$ cat src/merge_sort_batch_core_assert.svh
// Assertion macros for the merge sort batch core.
`ifndef MERGE_SORT_BATCH_CORE_ASSERT_SVH
`define MERGE_SORT_BATCH_CORE_ASSERT_SVH

// Same-cycle implication, checked outside reset.
`define MSB_ASSERT_NOW(label, clk, rst_n, ante, cons, msg) \
    label: assert property (@(posedge clk) disable iff (!(rst_n)) (ante) |-> (cons)) \
        else $error(msg);

// Next-cycle implication, checked outside reset.
`define MSB_ASSERT_NEXT(label, clk, rst_n, ante, cons, msg) \
    label: assert property (@(posedge clk) disable iff (!(rst_n)) (ante) |=> (cons)) \
        else $error(msg);

`endif

$ cat src/msb_ram.sv
// Generic RAM: one write port, two registered read ports.
module msb_ram #(
    parameter int WIDTH = 32,
    parameter int DEPTH = 64,
    localparam int AW   = (DEPTH > 1) ? $clog2(DEPTH) : 1
) (
    input  logic             i_clk,
    input  logic             i_we,
    input  logic [AW-1:0]    i_waddr,
    input  logic [WIDTH-1:0] i_wdata,
    input  logic [AW-1:0]    i_raddr_a,
    input  logic [AW-1:0]    i_raddr_b,
    output logic [WIDTH-1:0] o_rdata_a,
    output logic [WIDTH-1:0] o_rdata_b
);

    logic [WIDTH-1:0] r_mem [DEPTH];
    logic [WIDTH-1:0] r_rdata_a;
    logic [WIDTH-1:0] r_rdata_b;

    always_ff @(posedge i_clk) begin
        if (i_we) begin
            r_mem[i_waddr] <= i_wdata;
        end
        r_rdata_a <= r_mem[i_raddr_a];
        r_rdata_b <= r_mem[i_raddr_b];
    end

    assign o_rdata_a = r_rdata_a;
    assign o_rdata_b = r_rdata_b;

endmodule

$ cat config.mk
export PLATFORM = sky130hd
export DESIGN_NAME = msb_ram
export DESIGN_NICKNAME = d
export VERILOG_FILES = /design/src/merge_sort_batch_core_assert.svh /design/src/msb_ram.sv
export SDC_FILE = /design/constraint.sdc
export NUM_CORES = 2
export LEC_CHECK = 0
export BUFFER_PORTS_ARGS = -buffer_cell sky130_fd_sc_hd__buf_2
export CAP_MARGIN = 10
export CORE_AREA = 2 2 457 686
export CTS_CLUSTER_SIZE = 20
export DETAILED_ROUTE_END_ITERATION = 10
export DIE_AREA = 0 0 459 688
export GPL_TIMING_DRIVEN = 1
export HOLD_SLACK_MARGIN = 0.08
export SLEW_MARGIN = 20
export SYNTH_ARGS = -nofsm -noshare
export SYNTH_HDL_FRONTEND = slang
export SYNTH_SLANG_ARGS = --single-unit
$ cat constraint.sdc
create_clock -name i_clk -period 3.31 [get_ports i_clk]
set_clock_uncertainty 0.05 [all_clocks]
set_input_delay 0 -clock i_clk [delete_from_list [all_inputs] [get_ports i_clk]]
set_output_delay 0 -clock i_clk [all_outputs]
set_load 0.005 [all_outputs]
==> out/summary.txt <==
drt pass-1 iters = 5
Tcrit/Tclk final = 90.7%
FFs w/ async S/R, synth = 0%
synth cell count leaders = edfxtp_1, mux4_2, mux2i_1
Slew headroom = 28.6%
placed inst area = 103000 sq um
die width = 459 microns
Crit. End Element = register
Peak Freq = 0.333 GHz
main combinational cell family by area after synthesis = multiplexers
synthesized flop and latch total = 2112
setup TNS = 0 ns
synth unique cells = 38
initial antenna violation count = 24
LEAKAGE = 0.0343 uW
Post-synth EDFFs = 2048
Placement Rows = 251
Slew Limit Fails = 0
RR Endpoint = o_rdata_b[2]$_DFF_P_
Final Critical Period = 3.00 ns
Final Cell Area = 111000 sq um
die footprint = 316000 sq um
via count = 52.6k
Total Power = 57700 uW
largest area contributor in the netlist = edfxtp_1
CORE AREA = 310000 sq um
count leader, synth = edfxtp_1
Filler Cell Count = 28.3k
post-CTS sizing = 0
Hold Vio Cnt, Final = 0
hold_sp = i_wdata[16]
critical path class = register to register
CP peak stage delay = 0.58 ns
largest net degree at the start of global routing = 76
syn_nets = 4464
post-synthesis sequential area ratio = 65.6%
hold endpoint = r_mem[42][16]$_DFFE_PP_
Worst Tran Pin Value = 1.07 ns
Reg-to-Reg Start = r_mem[46][2]$_DFFE_PP_
post-route ant nets = 0
HP Class = input port to register
Hold Path Depth = 2
compound-cell area share of the yosys netlist = 2.39%
worst IR drop on VDD = 0.455 mV
routed length per instance = 35.1 microns
Max-Cap Viols = 0
share of layout cells above drive strength 1 = 39.7%
Crit path required time = 4.00 ns
share of the synthesized area in the top cell type = 64.3%
maximum root-to-sink buffer count = 4
flop-to-flop setup slack = 0.31 ns
PwrDens = 522 nW/um^2
Core Util, Final = 35.6%
critical path peak fanout = 2
Area Overhead vs Synth = 15.5%
Startpoint Class = register
Area contributors post-synth = edfxtp_1, mux4_2, mux2i_1
vias per inst = 5.87
Syn Inst Count = 4412
multiplexer share of the synthesized area = 29.0%
GPL Wtd Cong = 0.824
Synth warnings = 0
Synth Flop Type = edfxtp_1
TritonCTS clock tree = built
# hold bufs at CTS = 59
CTS H-tree lvls = 4
Post-CTS Setup Inserts = 0
post-synthesis adder-cell area fraction = 0%
CTS root buffer = clkbuf_16
hpwl dp = 190000 microns
number of remaining DRC errors = 0
grt ovf = 0
first-pass GRT wire length = 433000 microns
overall global routing resource usage = 19.6%
I/O Buffers = 115
Mapped Area = 95700 sq um
CP max stage cell = dlygate4sd3_1
Starting Density = 30.8%
CTS buffer count = 199
post-synthesis simple-gate area fraction = 1.13%
die extent in y = 688 microns
final setup fails = 0
fraction of synthesized cell area in xor and xnor cells = 0%
# nets final = 4797
R2R cell count = 6
RSZ-0062 raised after global routing = false
Critical Path AT = 3.69 ns
outcome = completed
# IOs = 116
worst skew pair latency = 0.86 ns
DR iter-0 viols = 6325
syn_area_per_cell = 21.7 sq um
Total Wirelength = 315000 microns
Clock transition at path regs = 0.07 ns
Sink Count = 2112
critical-path cell list = mux4_2 -> mux4_2 -> a22oi_1 -> dlygate4sd3_1 -> nand2_1 -> dlygate4sd3_1
vias in the first global route = 54.2k
[through the flow]
stage | hold WS [ns] | worst slack, ns | std cells
floorplan | 0.0489 | 0.0692 | 4412
global placement | 0.329 | 0.153 | 8530
detailed placement | 0.329 | 0.118 | 8530
CTS | 0.101 | 0.337 | 8946
global route | 0.115 | 0.249 | 8952
finish | 0.108 | 0.308 | 8955
[registers in the layout (all words and copies together), names as in the netlist]
| signal | flops |
|---|---|
| o_rdata_a | 32 |
| o_rdata_b | 32 |
| r_mem | 2048 |
[power breakdown]
| part | switching [uW] | internal (uW) | total (uW) | leakage (uW) |
|---|---|---|---|---|
| registers | 201 | 29600 | 29800 | 0.0190 |
| logic | 2830 | 2130 | 4960 | 0.0122 |
| clock network | 10200 | 12800 | 23000 | 0.00312 |
| total | 13200 | 44500 | 57700 | 0.0343 |
[area by class of cell]
type,instances,area (sq um),area share (%)
antenna,6,15.0,0.0136
clock buffer,265,5480,4.96
clock inverter,92,862,0.780
inverter,1,3.75,0.00340
multi-input combinational,1952,31600,28.6
sequential,2112,62800,56.8
tap,4048,5060,4.58
timing repair buffer,479,4670,4.23
[cell families (layout without fill, tap and decap cells)]
| family | Yosys count | after routing |
|---|---|---|
| AND/OR/NAND/NOR | 248 | 248 |
| other | 0 | 6 |
| flip-flops | 2112 | 2112 |
| buffers and inverters | 348 | 837 |
| multiplexers | 1364 | 1364 |
| AO/OA/AOI/OAI | 340 | 340 |
[layout by cell type, fill, tap and decap left out, types with 17 or more instances in the layout]
| master | Yosys | final |
|---|---|---|
| mux2i_1 | 204 | 204 |
| edfxtp_1 | 2048 | 2048 |
| clkinv_1 | 0 | 25 |
| o211ai_1 | 27 | 27 |
| mux4_2 | 1124 | 1124 |
| clkbuf_1 | 135 | 45 |
| buf_2 | 121 | 78 |
| nor2_1 | 94 | 31 |
| a22oi_1 | 85 | 85 |
| clkbuf_16 | 0 | 203 |
| dfxtp_1 | 64 | 64 |
| buf_4 | 55 | 249 |
| o22ai_1 | 56 | 56 |
| o21ai_0 | 18 | 18 |
| clkbuf_8 | 0 | 17 |
| o21ai_1 | 31 | 31 |
| mux2_2 | 36 | 36 |
| clkinv_2 | 0 | 35 |
| nand2_1 | 93 | 91 |
| dlygate4sd3_1 | 0 | 59 |
| a21oi_1 | 58 | 58 |
| buf_12 | 0 | 84 |
| nor2_4 | 0 | 63 |
[worst max-delay path, delay by kind of cell, from the launching register on]
family	cells	cell delay (ns)
and+or+nand+nor	1	0.06
buffers and inverters	2	1.14
DFF	1	0.39
muxes	2	1.03
AOI/OAI and AO/OA	1	0.21
[per-layer routing]
metal  routed length [microns]  vias up  GRT usage, %  part of all wire, %
met5                        63        -             0                0.020
met4                     14600       12          8.18                  4.6
met3                     22600      621          2.97                  7.2
met2                    163000     2663          34.5                   52
met1                    114000    29114          23.8                   36
li1                          -    20163             -                    -
[worst max-delay path by stage]
| stage | startpoint | to | cells after the start |
|---|---|---|---|
| finish | r_mem[46][2]$_DFFE_PP_ | o_rdata_b[2]$_DFF_P_ | 6 |
| global route | r_mem[36][2]$_DFFE_PP_ | o_rdata_b[2]$_DFF_P_ | 6 |
| CTS | r_mem[47][2]$_DFFE_PP_ | o_rdata_b[2]$_DFF_P_ | 6 |
| detailed placement | i_raddr_b[0] | o_rdata_b[1]$_DFF_P_ | 7 |
| global placement | i_raddr_b[0] | o_rdata_b[1]$_DFF_P_ | 7 |
| floorplan | i_waddr[3] | r_mem[48][0]$_DFFE_PP_ | 4 |
Note: power is estimated with default switching activity, not from simulation.
